--- config.mk ---
export PLATFORM = sky130hd
export DESIGN_NAME = pointer_report_frame_engine
export DESIGN_NICKNAME = d
export VERILOG_FILES = /design/src/hw/rtl/prfe_pkg.sv /design/src/hw/rtl/prfe_wheel.sv /design/src/hw/rtl/prfe_debounce.sv /design/src/hw/rtl/pointer_report_frame_engine.sv
export SDC_FILE = /design/constraint.sdc
export NUM_CORES = 1
export LEC_CHECK = 0
export BUFFER_PORTS_ARGS = -buffer_cell sky130_fd_sc_hd__buf_2
export CAP_MARGIN = 10
export CORE_MARGIN = 2
export CORE_UTILIZATION = 45
export DETAILED_ROUTE_END_ITERATION = 10
export MAX_ROUTING_LAYER = met4
export PLACE_DENSITY_LB_ADDON = 0.15
export RECOVER_POWER = 25
export REMOVE_ABC_BUFFERS = 1
export SETUP_SLACK_MARGIN = 0.1
export SYNTH_ARGS = -nofsm -noshare
export SYNTH_HDL_FRONTEND = slang
export SYNTH_SLANG_ARGS = --single-unit
--- constraint.sdc ---
create_clock -name clk -period 9.9 [get_ports clk]
set_input_delay 2.475 -clock clk [delete_from_list [all_inputs] [get_ports clk]]
set_output_delay 2.475 -clock clk [all_outputs]
set_load 0.05 [all_outputs]
--- src/hw/rtl/prfe_pkg.sv ---
// shared constants and types for the pointer report frame engine
package prfe_pkg;

  localparam int NUM_BUTTONS = 3;
  localparam int BTN_FIELD_W = 3;
  localparam int DELTA_W = 16;
  localparam int WHEEL_W = 8;
  localparam int CNT_W = 8;
  localparam int STATUS_W = 8;
  localparam int CFG_IDX_W = 1;
  localparam int CFG_DATA_W = 8;

  localparam logic [CFG_IDX_W-1:0] REG_DBNC_LIMIT = 1'd0;
  localparam logic [CFG_IDX_W-1:0] REG_SLEEP_TIMEOUT = 1'd1;

  localparam logic [CNT_W-1:0] DEBOUNCE_RESET = 8'd16;
  localparam logic [CNT_W-1:0] SLEEP_RESET = 8'd240;

  localparam logic [STATUS_W-1:0] STATUS_SYNC = 8'h40;
  localparam logic [STATUS_W-1:0] STATUS_FIRST = 8'h80;

  typedef struct packed {
    logic               moved;
    logic [WHEEL_W-1:0] total;
  } wheel_stat_t;

endpackage

--- src/hw/rtl/prfe_wheel.sv ---
// half-step quadrature wheel decoder with wrapping total
module prfe_wheel
  import prfe_pkg::*;
(
  input  logic        clk,
  input  logic        rst_n,
  input  logic        adv,
  input  logic        wheel_a,
  input  logic        wheel_b,
  output wheel_stat_t stat
);

  logic               last_same_r, last_same_nxt;
  logic               last_diff_r, last_diff_nxt;
  logic [WHEEL_W-1:0] total_r, total_nxt;
  logic               moved;

  always_comb begin
    last_same_nxt = last_same_r;
    last_diff_nxt = last_diff_r;
    total_nxt = total_r;
    moved = 1'b0;
    if (wheel_a != wheel_b) begin
      last_diff_nxt = wheel_a;
    end else if (wheel_a != last_same_r) begin
      if (wheel_a ^ last_diff_r) begin
        total_nxt = total_r + WHEEL_W'(1);
      end else begin
        total_nxt = total_r - WHEEL_W'(1);
      end
      last_same_nxt = wheel_a;
      moved = 1'b1;
    end
  end

  assign stat.moved = moved;
  assign stat.total = total_nxt;

  always_ff @(posedge clk) begin
    if (!rst_n) begin
      last_same_r <= 1'b0;
      last_diff_r <= 1'b0;
      total_r <= '0;
    end else if (adv) begin
      last_same_r <= last_same_nxt;
      last_diff_r <= last_diff_nxt;
      total_r <= total_nxt;
    end
  end

endmodule

--- src/hw/rtl/prfe_debounce.sv ---
// release-only button debounce with saturating per-button counters
module prfe_debounce
  import prfe_pkg::*;
(
  input  logic                   clk,
  input  logic                   rst_n,
  input  logic                   adv,
  input  logic [CNT_W-1:0]       dbnc_limit,
  input  logic [BTN_FIELD_W-1:0] button_level,
  input  logic [BTN_FIELD_W-1:0] button_edge,
  input  logic [NUM_BUTTONS-1:0] prev_buttons,
  output logic [NUM_BUTTONS-1:0] dbncd
);

  logic [CNT_W-1:0] count_r [NUM_BUTTONS];
  logic [CNT_W-1:0] count_nxt [NUM_BUTTONS];
  logic [NUM_BUTTONS+BTN_FIELD_W-1:0] unpressed_ext;
  logic [NUM_BUTTONS-1:0] unpressed;

  // button bits beyond the input field read as pressed
  assign unpressed_ext = {{NUM_BUTTONS{1'b0}}, button_level & ~button_edge};
  assign unpressed = unpressed_ext[NUM_BUTTONS-1:0];

  always_comb begin
    for (int i = 0; i < NUM_BUTTONS; i++) begin
      if (prev_buttons[i] && unpressed[i]) begin
        count_nxt[i] = (count_r[i] < dbnc_limit) ? count_r[i] + CNT_W'(1) : count_r[i];
        dbncd[i] = (count_nxt[i] < dbnc_limit);
      end else begin
        count_nxt[i] = '0;
        dbncd[i] = ~unpressed[i];
      end
    end
  end

  always_ff @(posedge clk) begin
    if (!rst_n) begin
      for (int i = 0; i < NUM_BUTTONS; i++) begin
        count_r[i] <= '0;
      end
    end else if (adv) begin
      for (int i = 0; i < NUM_BUTTONS; i++) begin
        count_r[i] <= count_nxt[i];
      end
    end
  end

endmodule

--- src/hw/rtl/pointer_report_frame_engine.sv ---
// Pointer report frame engine, top level.
// One input item is one frame: wheel A/B levels, button levels and edge
// flags, and sensor dx/dy. For every item exactly one result item comes
// out: send, ack_request, status_byte, the wrapping pos_x/pos_y/wheel_pos
// totals and sleep.
// Both channels use valid/stall; an item moves when valid is high and stall
// is low. Configuration (debounce limit, sleep timeout) is written through
// cfg_we/cfg_index/cfg_wdata; the user must write it only while the block
// is idle; the block itself does not enforce this. A taken item is held in
// the input register and its result in the output register; the frame
// logic between them is one pass. Throughput is one item per cycle unless
// the receiver stalls; then the result holds in the output register, one
// more item waits in the input register, then in_stall rises.
// Synchronous active-low reset empties both registers, clears all totals,
// counters and stored buttons, sets the first-frame mark and loads a
// debounce limit of 16 and a sleep timeout of 240.
module pointer_report_frame_engine
  import prfe_pkg::*;
(
  input  logic                      clk,
  input  logic                      rst_n,
  input  logic                      in_valid,
  output logic                      in_stall,
  input  logic                      in_wheel_a,
  input  logic                      in_wheel_b,
  input  logic [BTN_FIELD_W-1:0]    in_button_level,
  input  logic [BTN_FIELD_W-1:0]    in_button_edge,
  input  logic signed [DELTA_W-1:0] in_delta_x,
  input  logic signed [DELTA_W-1:0] in_delta_y,
  output logic                      out_valid,
  input  logic                      out_stall,
  output logic                      out_send,
  output logic                      out_ack_request,
  output logic [STATUS_W-1:0]       out_status_byte,
  output logic signed [DELTA_W-1:0] out_pos_x,
  output logic signed [DELTA_W-1:0] out_pos_y,
  output logic signed [WHEEL_W-1:0] out_wheel_pos,
  output logic                      out_sleep,
  input  logic                      cfg_we,
  input  logic [CFG_IDX_W-1:0]      cfg_index,
  input  logic [CFG_DATA_W-1:0]     cfg_wdata
);

  logic [CNT_W-1:0] dbnc_limit_r;
  logic [CNT_W-1:0] sleep_timeout_r;

  // input register
  logic                   in_valid_r;
  logic                   wheel_a_r, wheel_b_r;
  logic [BTN_FIELD_W-1:0] level_r, edge_r;
  logic [DELTA_W-1:0]     dx_r, dy_r;

  // frame state
  logic [NUM_BUTTONS-1:0] prev_buttons_r;
  logic [DELTA_W-1:0]     x_total_r, y_total_r;
  logic [CNT_W-1:0]       frame_count_r, idle_count_r;
  logic                   first_flag_r;

  // output register
  logic out_valid_r;

  logic                   adv;
  wheel_stat_t            wheel;
  logic [NUM_BUTTONS-1:0] dbncd;
  logic [DELTA_W-1:0]     x_nxt, y_nxt;
  logic [CNT_W-1:0]       idle_inc, idle_nxt;
  logic                   changed, send, sleep, fc_zero, fc_one;
  logic [NUM_BUTTONS+STATUS_W-1:0] btn_ext;
  logic [STATUS_W-1:0]    status;

  assign adv = in_valid_r && (!out_valid_r || !out_stall);
  assign in_stall = in_valid_r && !adv;

  always_ff @(posedge clk) begin
    if (!rst_n) begin
      dbnc_limit_r <= DEBOUNCE_RESET;
      sleep_timeout_r <= SLEEP_RESET;
    end else if (cfg_we) begin
      unique case (cfg_index)
        REG_DBNC_LIMIT: dbnc_limit_r <= cfg_wdata;
        REG_SLEEP_TIMEOUT: sleep_timeout_r <= cfg_wdata;
        default: ;
      endcase
    end
  end

  always_ff @(posedge clk) begin
    if (!rst_n) begin
      in_valid_r <= 1'b0;
    end else if (!in_stall) begin
      in_valid_r <= in_valid;
    end
  end

  always_ff @(posedge clk) begin
    if (in_valid && !in_stall) begin
      wheel_a_r <= in_wheel_a;
      wheel_b_r <= in_wheel_b;
      level_r <= in_button_level;
      edge_r <= in_button_edge;
      dx_r <= in_delta_x;
      dy_r <= in_delta_y;
    end
  end

  prfe_wheel u_wheel (
    .clk     (clk),
    .rst_n   (rst_n),
    .adv     (adv),
    .wheel_a (wheel_a_r),
    .wheel_b (wheel_b_r),
    .stat    (wheel)
  );

  prfe_debounce u_debounce (
    .clk           (clk),
    .rst_n         (rst_n),
    .adv           (adv),
    .dbnc_limit    (dbnc_limit_r),
    .button_level  (level_r),
    .button_edge   (edge_r),
    .prev_buttons  (prev_buttons_r),
    .dbncd         (dbncd)
  );

  assign x_nxt = x_total_r + dx_r;
  assign y_nxt = y_total_r + dy_r;
  assign fc_zero = (frame_count_r == '0);
  assign fc_one = (frame_count_r == CNT_W'(1));

  assign changed = (dbncd != prev_buttons_r) || (dx_r != '0) || (dy_r != '0) || wheel.moved;
  assign idle_inc = fc_zero ? idle_count_r + CNT_W'(1) : idle_count_r;
  assign idle_nxt = changed ? '0 : idle_inc;
  assign sleep = (idle_nxt > sleep_timeout_r);
  assign send = changed || fc_zero || fc_one;

  assign btn_ext = {{STATUS_W{1'b0}}, dbncd};
  assign status = btn_ext[STATUS_W-1:0]
                | (first_flag_r ? STATUS_FIRST : '0)
                | (fc_zero ? STATUS_SYNC : '0);

  always_ff @(posedge clk) begin
    if (!rst_n) begin
      prev_buttons_r <= '0;
      x_total_r <= '0;
      y_total_r <= '0;
      frame_count_r <= '0;
      idle_count_r <= '0;
      first_flag_r <= 1'b1;
    end else if (adv) begin
      if (send) begin
        prev_buttons_r <= dbncd;
      end
      x_total_r <= x_nxt;
      y_total_r <= y_nxt;
      first_flag_r <= 1'b0;
      if (sleep) begin
        frame_count_r <= CNT_W'(1);
        idle_count_r <= '0;
      end else begin
        frame_count_r <= frame_count_r + CNT_W'(1);
        idle_count_r <= idle_nxt;
      end
    end
  end

  always_ff @(posedge clk) begin
    if (!rst_n) begin
      out_valid_r <= 1'b0;
    end else if (adv) begin
      out_valid_r <= 1'b1;
    end else if (!out_stall) begin
      out_valid_r <= 1'b0;
    end
  end

  always_ff @(posedge clk) begin
    if (adv) begin
      out_send <= send;
      out_ack_request <= send && fc_one;
      out_status_byte <= status;
      out_pos_x <= x_nxt;
      out_pos_y <= y_nxt;
      out_wheel_pos <= wheel.total;
      out_sleep <= sleep;
    end
  end

  assign out_valid = out_valid_r;

endmodule

==> Yosys cells after proc, flatten, opt, wreduce, memory -nomap -nowiden <==
Memory sizes are Yosys's and may differ from the RTL's.
Cells that the tools add are included.
{ "op_classes": {"magnitude_cmp": 7, "muxes": 29, "n_reduce_logical": 25, "n_bitwise": 13, "n_addsub": 9, "n_eq_ne": 5} }
{ "op_table": {"columns": ["op", "n"], "rows": [
  ["8-bit 2-to-1 mux", 17],
  ["8-bit by 1-bit adder with 8-bit output (second input constant)", 6],
  ["8-bit < comparator", 6],
  ["16-bit adder", 2],
  ["16-bit nonzero test", 2],
  ["1-bit 2-to-1 mux", 11],
  ["8-bit by 1-bit == test with 1-bit output (second input constant)", 1],
  ["8-bit greater-than comparator", 1],
  ["8-bit logical NOT", 1],
  ["3-bit by 8-bit bitwise OR with 8-bit output", 1],
  ["8-bit by 7-bit bitwise OR with 8-bit output", 1],
  ["2-bit AND reduction", 4],
  ["8-bit by 1-bit subtractor with 8-bit output (second input constant)", 1],
  ["1-bit logical AND", 7],
  ["7-bit 2-to-1 mux", 1],
  ["1-bit logical OR", 6],
  ["1-bit NOT", 5],
  ["1-bit logical NOT", 4],
  ["3-bit bitwise AND", 1],
  ["3-bit inequality test", 1],
  ["3-bit NOT", 1],
  ["1-bit bitwise OR", 3],
  ["3-bit AND reduction", 1],
  ["1-bit inequality test", 2],
  ["other kinds (2)", 2]
]} }
{ "totals": {"input_bits": 54, "mem_count": 1, "register_bits": 171, "ram_bits": 24} }
{ "mem_list": {"columns": ["memory", "depth", "width", "rd", "rd_ports_with_merged_regs", "wr", "line", "rtl"], "rows": [
  ["u_debounce.count_r", 3, 8, 3, 0, 3, "prfe_debounce.sv:15", "logic [CNT_W-1:0] count_r [NUM_BUTTONS];"]
]} }

==> Logic depth before layout (Yosys ltp) <==
Gate-level depths: netlist of run 1.
An unclocked memory read counts as a cell.
{ "depth": {"depth_word": 12, "ltp_mapped": 27, "mapped_depth_nobuf": 26} }

==> Modules after synthesis <==
A second synthesis of run 1 with hierarchy kept.
{ "unflattened": {"cells_unflattened": 1061, "hier_area_um2": 10729.0} }
{ "modules_own_cells": {"columns": ["mod", "cells_per_inst", "instances", "area_each_um2", "seq_area_each_um2"], "rows": [
  ["pointer_report_frame_engine", 681, 1, 7364.6, 4043.9],
  ["prfe_debounce", 281, 1, 2552.4, 720.7],
  ["prfe_wheel", 99, 1, 812.0, 200.2]
]} }

==> Worst setup path after synthesis of run 1 <==
No wires, ideal clock.
{ "synth_timing": {"path_kind": "input to output", "start": "input out_stall", "end": "output in_stall", "cell_stages": 1, "arrival_time_ns": 2.956, "path_slack_ns": 4.469, "path_cell_list": "and3_1"} }
{ "synth_between": {"elab_chain_len": 5} }
{ "synth_lines": {"columns": ["element", "line", "rtl"], "rows": [
  ["from (decl)", "pointer_report_frame_engine.sv:31", "input logic out_stall,"],
  ["1-bit logical NOT", null, null],
  ["1-bit logical OR", "pointer_report_frame_engine.sv:71", "assign adv = in_valid_r && (!out_valid_r || !out_stall);"],
  ["1-bit logical AND", "pointer_report_frame_engine.sv:71", null],
  ["1-bit logical NOT", "pointer_report_frame_engine.sv:72", "assign in_stall = in_valid_r && !adv;"],
  ["1-bit logical AND", "pointer_report_frame_engine.sv:72", null],
  ["to (decl)", "pointer_report_frame_engine.sv:23", "output logic in_stall,"]
]} }
No other way between the ends.

==> Worst setup path in the final report of run 1 <==
{ "layout_timing": {"start": "register dbnc_limit_r[2]", "end": "register idle_count_r[3]"} }
{ "layout_between": {"elab_chain_len": 11} }
{ "layout_lines": {"columns": ["element", "line", "rtl"], "rows": [
  ["from (decl)", "pointer_report_frame_engine.sv:44", "logic [CNT_W-1:0] dbnc_limit_r;"],
  ["from (signal assigned)", "pointer_report_frame_engine.sv:80", "REG_DBNC_LIMIT: dbnc_limit_r <= cfg_wdata;"],
  ["8-bit < comparator", "prfe_debounce.sv:27", "count_nxt[i] = (count_r[i] < dbnc_limit) ? count_r[i] + CNT_W'(1) : count_r[i];"],
  ["8-bit 2-to-1 mux", "prfe_debounce.sv:27", null],
  ["8-bit < comparator", "prfe_debounce.sv:28", "dbncd[i] = (count_nxt[i] < dbnc_limit);"],
  ["1-bit 2-to-1 mux", "prfe_debounce.sv:26", "if (prev_buttons[i] && unpressed[i]) begin"],
  ["3-bit inequality test (*)", "pointer_report_frame_engine.sv:131", "assign changed = (dbncd != prev_buttons_r) || (dx_r != '0) || (dy_r != '0) || wheel.moved;"],
  ["1-bit logical OR (*) (3 in a row)", "pointer_report_frame_engine.sv:131", null],
  ["8-bit 2-to-1 mux (*)", "pointer_report_frame_engine.sv:133", "assign idle_nxt = changed ? '0 : idle_inc;"],
  ["8-bit greater-than comparator", "pointer_report_frame_engine.sv:134", "assign sleep = (idle_nxt > sleep_timeout_r);"],
  ["8-bit 2-to-1 mux (*)", "pointer_report_frame_engine.sv:157", "if (sleep) begin"],
  ["to (signal assigned)", "pointer_report_frame_engine.sv:162", "idle_count_r <= idle_nxt;"],
  ["to (decl)", "pointer_report_frame_engine.sv:56", "logic [CNT_W-1:0] frame_count_r, idle_count_r;"]
]} }
Mark *: on every way between the ends. The rest lies on a longest branch, timed or not.
A chain may end at the register's enable or synchronous reset.

==> results.yml, run 1 <==
die:
  fp.dieH_microns: 156.6
  num_rows: 55
  initial_core_util_pct: 46.01
  die_x_microns: 156.6
  io_pins: 107
  core_area_sq_um: 22780
  die_area_sq_um: 24530
drt:
  drt-total-wl_microns: 22530
  dr.pass1.iters: 5
  wl_per_cell_microns: 15.69
  drc_errors: 0
  via_per_inst: 5.246
  via_count: 7533
  drtIter0Drc: 549
  ant_nets: 0
grt:
  grt_pass1_vias: 7428
  grt_usage_pct: 19.82
  antenna_found_initial: 0
  grt-ovfl-total: 0
  grt_pass1_wl_microns: 37270
  grt_max_degree: 66
setup_path:
  cp_slowest_stage_delay_ns: 0.45
  cp_max_fo: 13
  start_kind: "flip-flop"
  rr_worst_depth: 25
  crit_path_end_kind: "flip-flop"
  critical_path_class: "reg2reg"
  critPathRequiredTime_ns: 10.27
  arrival_ns: 6.53
  cp_slowest_cell: "o311ai_0"
power:
  p_sw_w: 0.0005407
  power.total_w: 0.001908
  powerDensity_nw_per_um2: 161.1
  pwr-share-clk_pct: 33.9
  p_seq_share_pct: 48.9
  p_int_w: 0.001367
  comb_power_share_pct: 17.2
  swShare_pct: 28.35
  p_leak_nw: 4.686
  max-vdd-ir-drop_uv: 114.9
clocking:
  numCtsBuffers: 17
  cts_tree: "yes"
  clkLatencyLatePin_ns: 0.43
  root_buffer: "clkbuf_16"
  ctsHtreeMaxLevel: 4
  clkTransAtPathRegs_ns: 0.07
  post-cts-setup-buffer-count: 0
  clock_path_buffers: 2
  clock_sinks: 192
  postCtsHoldBufs: 0
  cts_resized: 0
logic_synthesis:
  netlist_area_sq_um: 10480
  synth_cell_types: 72
  ys_seq_elements: 192
  synth.avg_cell_area_sq_um: 10.42
  synthArstFlopShare_pct: 0
  ys.flop_type: "edfxtp_1"
  seq_area_frac_synth_pct: 47.37
  yosys_warnings: 0
  syn_inst: 1006
  synth_edf_count: 112
sta:
  slew_viol_final: 66
  slew_headroom_pct: -82.43
  period_share_pct: 62.22
  finalSetupTns_ns: 0
  worst_pin_slew_ns: 2.737
  finalHoldViolCount: 0
  setup-violations-final: 0
  whs_ns: 0.4334
  fmax_ghz: 0.1623
  finalWorstSetupSlack_ns: 3.740
  finalCriticalPeriod_ns: 6.160
  rsz0062_at_grt: "no"
  skew_ns: 0.01364
placed_design:
  globalplace.congestion: 0.8392
  port_buffers: 103
  dp_slack_ns: 3.714
  hpwl_microns: 16250
  placed_area_sq_um: 11330
hold_path:
  hold_path.class: "reg2reg"
  holdPathStages: 0
run_status:
  outcome: "finished, violations left"
  violations: "capacitance limit, slew limit"
finish:
  nets: 1260
  syn_to_final_growth_pct: 12.97
  fillers: 2096
  n_antenna_cell: 0
  drive_above_1_share_pct: 13.62
  fin_area_sq_um: 11840
run:
  cap_violations: 1
==> final timing paths <==
check / start / end / slack (ns)
setup / recovery: dbnc_limit_r[2]$_SDFFE_PN0P_ / idle_count_r[3]$_SDFFE_PN0P_ / 3.74
hold / removal: first_flag_r$_SDFFE_PN1P_ / out_status_byte[7]$_DFFE_PP_ / 0.43
setup reg to reg: dbnc_limit_r[2]$_SDFFE_PN0P_ / idle_count_r[3]$_SDFFE_PN0P_ / 3.74
hold reg to reg: first_flag_r$_SDFFE_PN1P_ / out_status_byte[7]$_DFFE_PP_ / 0.43
==> cell usage in the layout, fill, tap and decap left out, types with 37 or more instances in the layout <==
| cell | count |
|---|---|
| nand2_1 | 124 |
| edfxtp_1 | 112 |
| buf_2 | 102 |
| ha_1 | 93 |
| dfxtp_1 | 80 |
| nor2_1 | 63 |
| xnor2_1 | 47 |
| inv_1 | 44 |
| a21boi_0 | 39 |
| a21oi_1 | 37 |
==> cell usage after synthesis, types with 4 or more instances <==
library cell  number  area, sq um
o311ai_0           4        35.03
and3_1            18        112.6
o21ai_1            7        35.03
nor3_1            12        60.06
a211oi_1          12        90.09
a22o_1             7        61.31
inv_1             44        165.2
or3_1              7        43.79
nor2b_1           37        231.5
nor4_1            18        112.6
dfxtp_1           80         1602
o21a_1            21        157.7
nor2_1            63        236.5
nor3b_1            5        37.54
a21o_1            10        75.07
nand2_1          124        465.5
ha_1              93         1164
o31ai_1            6        45.04
and2_1            11        68.82
nand4_1           11        68.82
o21ai_0           30        150.1
nand3_1           22        110.1
xor2_1            21        183.9
nand2b_1          11        68.82
o211ai_1           6        45.04
and4_1             4        35.03
clkbuf_1          18        67.56
edfxtp_1         112         3363
a21oi_1           37        185.2
mux2_2             4        45.04
a31oi_1            4        25.02
a21boi_0          37        277.8
xnor2_1           47        411.6
==> cell type report <==
cell class	instances	area [sq um]	area share, %
sequential	192	4965	41.94
multi-input combinational	744	5214	44.04
timing repair buffer	109	551.8	4.661
clock inverter	13	110.1	0.9300
inverter	46	173.9	1.469
clock buffer	19	432.9	3.657
tap	313	391.6	3.308
==> power groups by stage <==
stage / combinational [W] / sequential [W] / clock, W
6_report: 0.000328 / 0.000933 / 0.000647
5_1_grt: 0.000368 / 0.000939 / 0.000699
4_1_cts: 0.000332 / 0.000933 / 0.000663
3_5_place_dp: 0.000329 / 0.000950 / 0
3_3_place_gp: 0.000327 / 0.000950 / 0
2_1_floorplan: 0.000198 / 0.000990 / 0
==> sequential cells by signal, summed over array words and instances, names as in the netlist, 3 cells and up <==
| register | count |
|---|---|
| level_r | 3 |
| sleep_timeout_r | 8 |
| out_pos_x | 16 |
| prev_buttons_r | 3 |
| out_wheel_pos | 8 |
| idle_count_r | 8 |
| edge_r | 3 |
| u_wheel.total_r | 8 |
| dy_r | 16 |
| frame_count_r | 8 |
| y_total_r | 16 |
| dbnc_limit_r | 8 |
| out_pos_y | 16 |
| dx_r | 16 |
| x_total_r | 16 |
| u_debounce.count_r | 24 |
| out_status_byte | 5 |
==> kinds of logic (layout without fill, tap and decap cells) <==
logic type | after synthesis | after routing | synth area share (%)
other | 1 | 3 | 0.03578
DFF | 192 | 192 | 47.37
muxes | 7 | 7 | 0.7163
buffers and inverters | 72 | 187 | 2.782
and+or+nand+nor | 355 | 355 | 17.05
xor gates and xnor gates | 68 | 68 | 5.683
AOI/OAI and AO/OA | 215 | 215 | 14.68
adders and majority gates | 96 | 96 | 11.68
==> worst max-delay path: cells and delay by family, from the launching register on <==
family	cells	cell delay, ns
AOI/OAI and AO/OA	15	3.31
and+or+nand+nor	5	1.25
adders and majority gates	3	0.82
DFF	1	0.31
buffers and inverters	1	0.20
xor gates and xnor gates	1	0.20
==> per-layer routing <==
metal  global-route usage, %  vias up  share of wire, %
met5                       -        -                 0
met4                   4.806        0               1.2
met3                   3.157       16               3.0
met2                   32.01      124                48
met1                   26.29     3536                48
li1                        -     3857                 -
==> through the flow <==
| stage | cells | util (%) |
|---|---|---|
| 2_1_floorplan | 982 | - |
| 3_3_place_gp | 1404 | 49.74 |
| 3_5_place_dp | 1404 | 49.74 |
| 4_1_cts | 1436 | 52.12 |
| 5_1_grt | 1436 | 51.97 |
| 6_report | 1436 | 51.97 |
Note: power is estimated with default switching activity, not from simulation.
==> run 2: changes to the inputs <==
==> constraint.sdc (replaced) <==
create_clock -name clk -period 5.75 [get_ports clk]
set_input_delay 1.4375 -clock clk [delete_from_list [all_inputs] [get_ports clk]]
set_output_delay 1.4375 -clock clk [all_outputs]
set_load 0.05 [all_outputs]
==> run 2 against run 1 <==
  * The flow still finishes with violations (capacitance limit, slew limit)
  * Global-route usage down 0.25 points
  * Count of clock-buffer cells in the layout up 4
  * Core utilization up 0.57 points
  * Worst hold slack better by 0.0039 ns
  * Worst setup slack worse by 3.3 ns
  * Highest routed layer unchanged
  * Cell area is 1.1% higher
==> results.yml, run 2 (synthesis gave the netlist of run 1 again) <==
hold_path:
  hold_path.class: "reg2reg"
  holdPathStages: 0
  min_to: "out_status_byte[7]$_DFFE_PP_"
  min_from: "first_flag_r$_SDFFE_PN1P_"
setup_path:
  cp_max_fo: 13
  start_kind: "flip-flop"
  cp_slowest_stage_delay_ns: 0.40
  critPathRequiredTime_ns: 6.13
  cp_slowest_cell: "a2111o_1"
  critical_path.cell_chain: "inv_2, ha_1, a2111o_1, a31oi_4, and4_1, nand3_1, xnor2_2, ha_1, a21o_1, a211oi_2, nand2_1, o211ai_4, nand4_4, a21oi_2, ha_1, nor2b_1, o21a_1, o21a_1, o21ai_1, a21oi_1, o21bai_2, nand2_4, o311ai_1, o21a_1"
  timing.rr.start: "dbnc_limit_r[1]$_SDFFE_PN0P_"
  crit_path_end_kind: "flip-flop"
  critical_path_class: "reg2reg"
  crit_family: "compound AO/OA/AOI/OAI gates"
  crit_buf_inv: 1
  arrival_ns: 5.64
  regToRegSetupSlack_ns: 0.49
  reg2reg_to: "idle_count_r[7]$_SDFFE_PN0P_"
  rr_worst_depth: 24
finish:
  layout_commonest_cell: "nand2_1"
  regMostFlops: "u_debounce.count_r"
  nets: 1270
  n_antenna_cell: 0
  drive_above_1_share_pct: 14.92
  final_cell_mix: "123 x nand2_1, 112 x edfxtp_1, 100 x buf_2"
  fillers: 2047
  stdcell_count: 1446
  syn_to_final_growth_pct: 14.20
  largest_register_ffs: 24
sta:
  period_share_pct: 91.51
  skew_ns: 0.01091
  finalCriticalPeriod_ns: 5.262
  slew_viol_final: 85
  rsz0062_at_grt: "no"
  worst_pin_slew_ns: 2.340
  setup-violations-final: 0
  fmax_ghz: 0.1900
  finalSetupTns_ns: 0
  finalHoldViolCount: 0
  slew_headroom_pct: -55.98
die:
  num_rows: 55
  die_x_microns: 156.6
  core_area_sq_um: 22780
  fp.dieH_microns: 156.6
  initial_core_util_pct: 46.01
  io_pins: 107
  die_area_sq_um: 24530
run_status:
  violations: "capacitance limit, slew limit"
  outcome: "finished, violations left"
placed_design:
  dpl.cell_count: 1410
  hpwl_microns: 16340
  globalplace.congestion: 0.8470
  port_buffers: 103
drt:
  dr.pass1.iters: 5
  via_per_inst: 5.263
  via_count: 7610
  drtIter0Drc: 463
  drc_errors: 0
  wl_per_cell_microns: 15.71
  drt-total-wl_microns: 22710
  ant_nets: 0
power:
  max-vdd-ir-drop_uv: 168.2
  p_leak_nw: 4.744
  powerDensity_nw_per_um2: 276.5
grt:
  grt-ovfl-total: 0
  grt_usage_pct: 19.58
  grt_max_degree: 53
  antenna_found_initial: 0
  grt_pass1_vias: 7332
  grt_pass1_wl_microns: 36700
clocking:
  clock_sinks: 192
  numCtsBuffers: 17
  postCtsHoldBufs: 0
  ctsHtreeMaxLevel: 4
  clkLatencyLatePin_ns: 0.43
  clkTransAtPathRegs_ns: 0.07
  clock_path_buffers: 2
  cts_tree: "yes"
  root_buffer: "clkbuf_16"
run:
  cap_violations: 2
## run 2: cell types whose count changed in the layout (fill, tap and decap cells not counted), sizes merged
cell / change
clkbuf: +7
buf: +7
clkinvlp: +1
inv: -4
clkinv: -1
## run 2: cell type report
class,instances,area [sq um],area share (%)
multi-input combinational,744,5264,43.98
sequential,192,4965,41.48
timing repair buffer,119,620.6,5.186
clock buffer,23,467.9,3.910
tap,313,391.6,3.272
inverter,46,173.9,1.453
clock inverter,9,85.08,0.7109
## run 2: worst register-to-register path, delay by kind of cell, from the launching register on
family / cells / cell delay, ns
adder cells (fa/ha/maj): 3 / 0.83
buffers and inverters: 1 / 0.08
AND/OR/NAND/NOR: 6 / 1.03
flip-flops: 1 / 0.34
AO/OA/AOI/OAI: 13 / 2.73
XOR/XNOR: 1 / 0.20
## run 2: where the power goes
| group | internal (W) | switching (W) | total (W) |
|---|---|---|---|
| combinational | 0.000208 | 0.000366 | 0.000575 |
| clock | 0.000620 | 0.000507 | 0.00113 |
| sequential | 0.00155 | 0.0000539 | 0.00161 |
## run 2: worst max path at each step
stage                                                       start                           end  slack (ns)  cells past startpoint
after global placement               dbnc_limit_r[1]$_SDFFE_PN0P_  idle_count_r[0]$_SDFFE_PN0P_        0.26                     24
after floorplan           u_debounce.count_r[0][18]$_SDFFCE_PN0P_  idle_count_r[0]$_SDFFE_PN0P_        0.40                     24
after global routing                 dbnc_limit_r[1]$_SDFFE_PN0P_  idle_count_r[2]$_SDFFE_PN0P_        0.10                     24
final                                dbnc_limit_r[1]$_SDFFE_PN0P_  idle_count_r[7]$_SDFFE_PN0P_        0.49                     24
after CTS                  u_debounce.count_r[0][1]$_SDFFCE_PN0P_  idle_count_r[7]$_SDFFE_PN0P_        0.11                     23
after detailed placement   u_debounce.count_r[0][1]$_SDFFCE_PN0P_  idle_count_r[7]$_SDFFE_PN0P_        0.04                     23
## run 2: metrics by stage
stage               worst slack [ns]  total power [W]  util [%]  hold WS (ns)  instance area [sq um]
global route                  0.1030         0.003464     52.54        0.4507                  11970
global placement              0.2632         0.002202     49.94        0.4164                  11370
floorplan                     0.4027         0.002047         -        0.4081                  10370
detailed placement           0.04225         0.002207     49.94        0.4255                  11370
CTS                           0.1093         0.003328     52.38        0.4374                  11930
finish                        0.4881         0.003309     52.54        0.4373                  11970
## run 2: per-layer routing
| metal | global-route usage [%] | up-vias | wire length [microns] |
|---|---|---|---|
| li1 | - | 3876 | - |
| met1 | 26.27 | 3590 | 11140 |
| met2 | 30.69 | 120 | 10630 |
| met3 | 2.908 | 24 | 601 |
| met4 | 6.247 | 0 | 346 |
| met5 | - | - | 0 |
## run 2: timing repair
item	in CTS	in global routing
pin swaps	0	1
endpoints found under the setup margin	7	17
resized for setup	1	14
hold endpoints to repair	0	0
buffers inserted	0	4
==> run 3: changes to the inputs <==
--- a/config.mk
+++ b/config.mk
@@ -5,16 +5,16 @@
 export SDC_FILE = /design/constraint.sdc
 export NUM_CORES = 1
 export LEC_CHECK = 0
-export BUFFER_PORTS_ARGS = -buffer_cell sky130_fd_sc_hd__buf_2
 export CAP_MARGIN = 10
 export CORE_MARGIN = 2
 export CORE_UTILIZATION = 45
 export DETAILED_ROUTE_END_ITERATION = 10
+export DONT_BUFFER_PORTS = 1
 export MAX_ROUTING_LAYER = met4
 export PLACE_DENSITY_LB_ADDON = 0.15
 export RECOVER_POWER = 25
 export REMOVE_ABC_BUFFERS = 1
-export SETUP_SLACK_MARGIN = 0.1
+export SETUP_SLACK_MARGIN = 0.15
 export SYNTH_ARGS = -nofsm -noshare
 export SYNTH_HDL_FRONTEND = slang
 export SYNTH_SLANG_ARGS = --single-unit
==> run 3 against run 2 <==
  * The run now ends clean
  * Non-clock buffer count is 101 lower
  * Global-route usage increased by 0.36 points
  * Critical path depth shrank 1
  * Register-to-register slack worse by 0.04 ns
  * Worst setup slack worse by 0.039 ns
  * Total power is 0.95% higher
  * Critical path type unchanged
  * Count of clock-buffer cells in the layout is the same
  * Maximum frequency decreased by 0.73%
  * Clock skew rose by 0.0016 ns
  * Sequential power increased by 6%
==> results.yml, run 3 (synthesis gave the netlist of run 1 again) <==
clocking:
  postCtsHoldBufs: 0
  clock_sinks: 192
  clkLatencyLatePin_ns: 0.43
  cts_tree: "yes"
  root_buffer: "clkbuf_16"
  numCtsBuffers: 17
  clock_path_buffers: 2
  clkTransAtPathRegs_ns: 0.07
  ctsHtreeMaxLevel: 4
grt:
  grt_pass1_vias: 7064
  grt_pass1_wl_microns: 37200
  grt_usage_pct: 19.94
  grt-ovfl-total: 0
  grt_max_degree: 66
  antenna_found_initial: 0
sta:
  fmax_ghz: 0.1887
  slew_headroom_pct: 39.29
  whs_ns: 0.4343
  setup-violations-final: 0
  skew_ns: 0.01248
  slew_viol_final: 0
  worst_pin_slew_ns: 0.9087
  finalCriticalPeriod_ns: 5.301
  period_share_pct: 92.19
  rsz0062_at_grt: "no"
  finalHoldViolCount: 0
  finalSetupTns_ns: 0
power:
  p_leak_nw: 4.376
  max-vdd-ir-drop_uv: 182.5
  powerDensity_nw_per_um2: 290.6
finish:
  layout_commonest_cell: "nand2_1"
  largest_register_ffs: 24
  n_antenna_cell: 0
  finish.utilization_pct: 50.46
  regMostFlops: "u_debounce.count_r"
  final_cell_mix: "123 x nand2_1, 112 x edfxtp_1, 93 x ha_1"
  drive_above_1_share_pct: 6.776
  fillers: 2074
  nets: 1170
  syn_to_final_growth_pct: 9.683
drt:
  drt-total-wl_microns: 22910
  dr.pass1.iters: 5
  wl_per_cell_microns: 17.02
  via_count: 7231
  drtIter0Drc: 398
  drc_errors: 0
  via_per_inst: 5.372
  ant_nets: 0
setup_path:
  critical_path_class: "reg2reg"
  crit_path_end_kind: "flip-flop"
  cp_slowest_stage_delay_ns: 0.43
  arrival_ns: 5.67
  critPathRequiredTime_ns: 6.12
  cp_slowest_cell: "edfxtp_1"
  critical_path.cell_chain: "ha_1, a2111o_1, a31oi_4, and4_1, nand3_1, xnor2_2, ha_1, a21o_1, a211oi_2, nand2_1, o211ai_4, nand4_4, a21oi_1, ha_1, nor2b_1, o21a_1, o21a_1, o21ai_1, a21oi_1, o21bai_2, nand2_2, o311ai_1, o21a_1"
  start_kind: "flip-flop"
  crit_family: "compound AO/OA/AOI/OAI gates"
  cp_max_fo: 7
  crit_buf_inv: 0
die:
  num_rows: 55
  die_area_sq_um: 24530
  die_x_microns: 156.6
  io_pins: 107
  initial_core_util_pct: 46.01
  fp.dieH_microns: 156.6
  core_area_sq_um: 22780
run_status:
  outcome: "completed"
hold_path:
  hold_path.class: "reg2reg"
run:
  cap_violations: 0
placed_design:
  globalplace.congestion: 0.8175
  port_buffers: 0
  hpwl_microns: 16310
==> run 3: cell types whose count changed in the layout (fill, tap and decap cells not counted), sizes merged <==
cell,before,now
clkinvlp,2,0
clkbuf,29,24
buf,113,17
inv,44,48
bufinv,1,3
nand2,124,125
clkinv,8,4
==> run 3: worst register-to-register path, cell delays in order, from the launching register on <==
cell and delay, ns:
edfxtp_1 0.43, ha_1 0.30, a2111o_1 0.40, a31oi_4 0.25
and4_1 0.27, nand3_1 0.13, xnor2_2 0.17, ha_1 0.31
a21o_1 0.20, a211oi_2 0.25, nand2_1 0.14, o211ai_4 0.28
nand4_4 0.13, a21oi_1 0.17, ha_1 0.26, nor2b_1 0.14
o21a_1 0.16, o21a_1 0.16, o21ai_1 0.13, a21oi_1 0.09
o21bai_2 0.19, nand2_2 0.17, o311ai_1 0.35, o21a_1 0.16
==> run 3: final cells by class <==
cell class / instances / area [sq um] / share of cell area [%]
clock inverters: 9 / 133.9 / 1.165
flip-flops and latches: 192 / 4965 / 43.19
multi-input cells: 745 / 5250 / 45.67
repair buffers: 18 / 131.4 / 1.143
inverters: 46 / 175.2 / 1.524
clock buffers: 23 / 447.9 / 3.897
well taps: 313 / 391.6 / 3.407
==> run 3: worst paths after layout <==
kind | from | to | slack (ns) | cells after the start
worst max-delay path | u_debounce.count_r[0][1]$_SDFFCE_PN0P_ | idle_count_r[5]$_SDFFE_PN0P_ | 0.45 | 23
worst min-delay path | first_flag_r$_SDFFE_PN1P_ | out_status_byte[7]$_DFFE_PP_ | 0.43 | 0
worst max register to register | u_debounce.count_r[0][1]$_SDFFCE_PN0P_ | idle_count_r[5]$_SDFFE_PN0P_ | 0.45 | 23
worst min register to register | first_flag_r$_SDFFE_PN1P_ | out_status_byte[7]$_DFFE_PP_ | 0.43 | 0
==> run 3: per-stage QoR <==
stage          area, sq um  power, W  setup WS [ns]  cells
2_1_floorplan        10370  0.002047         0.4027    982
3_3_place_gp         10850  0.002161         0.2378   1306
3_5_place_dp         10850  0.002163        0.09254   1306
4_1_cts              11450  0.003367         0.1373   1340
5_1_grt              11490  0.003494        0.08705   1346
6_report             11490  0.003340         0.4493   1346
==> run 3: repair_timing <==
action                     in CTS  in global routing
setup endpoints to repair       8                 17
setup buffers                   1                  6
gates resized for setup         2                 12
cloned                          1                  0
pin swaps                       0                  3
==> run 3: layer usage <==
layer,part of all wire [%],GRT usage (%),vias up
li1,-,-,3690
met1,49,27.44,3376
met2,47,30.94,149
met3,3.6,3.462,16
met4,0.72,4.500,0
met5,0,-,-
==> run 3: report_power, final <==
group / switching (W) / internal [W]
Combinational: 0.000260 / 0.000181
Clock: 0.000512 / 0.000689
Sequential: 0.000143 / 0.00155
Total: 0.000916 / 0.00242
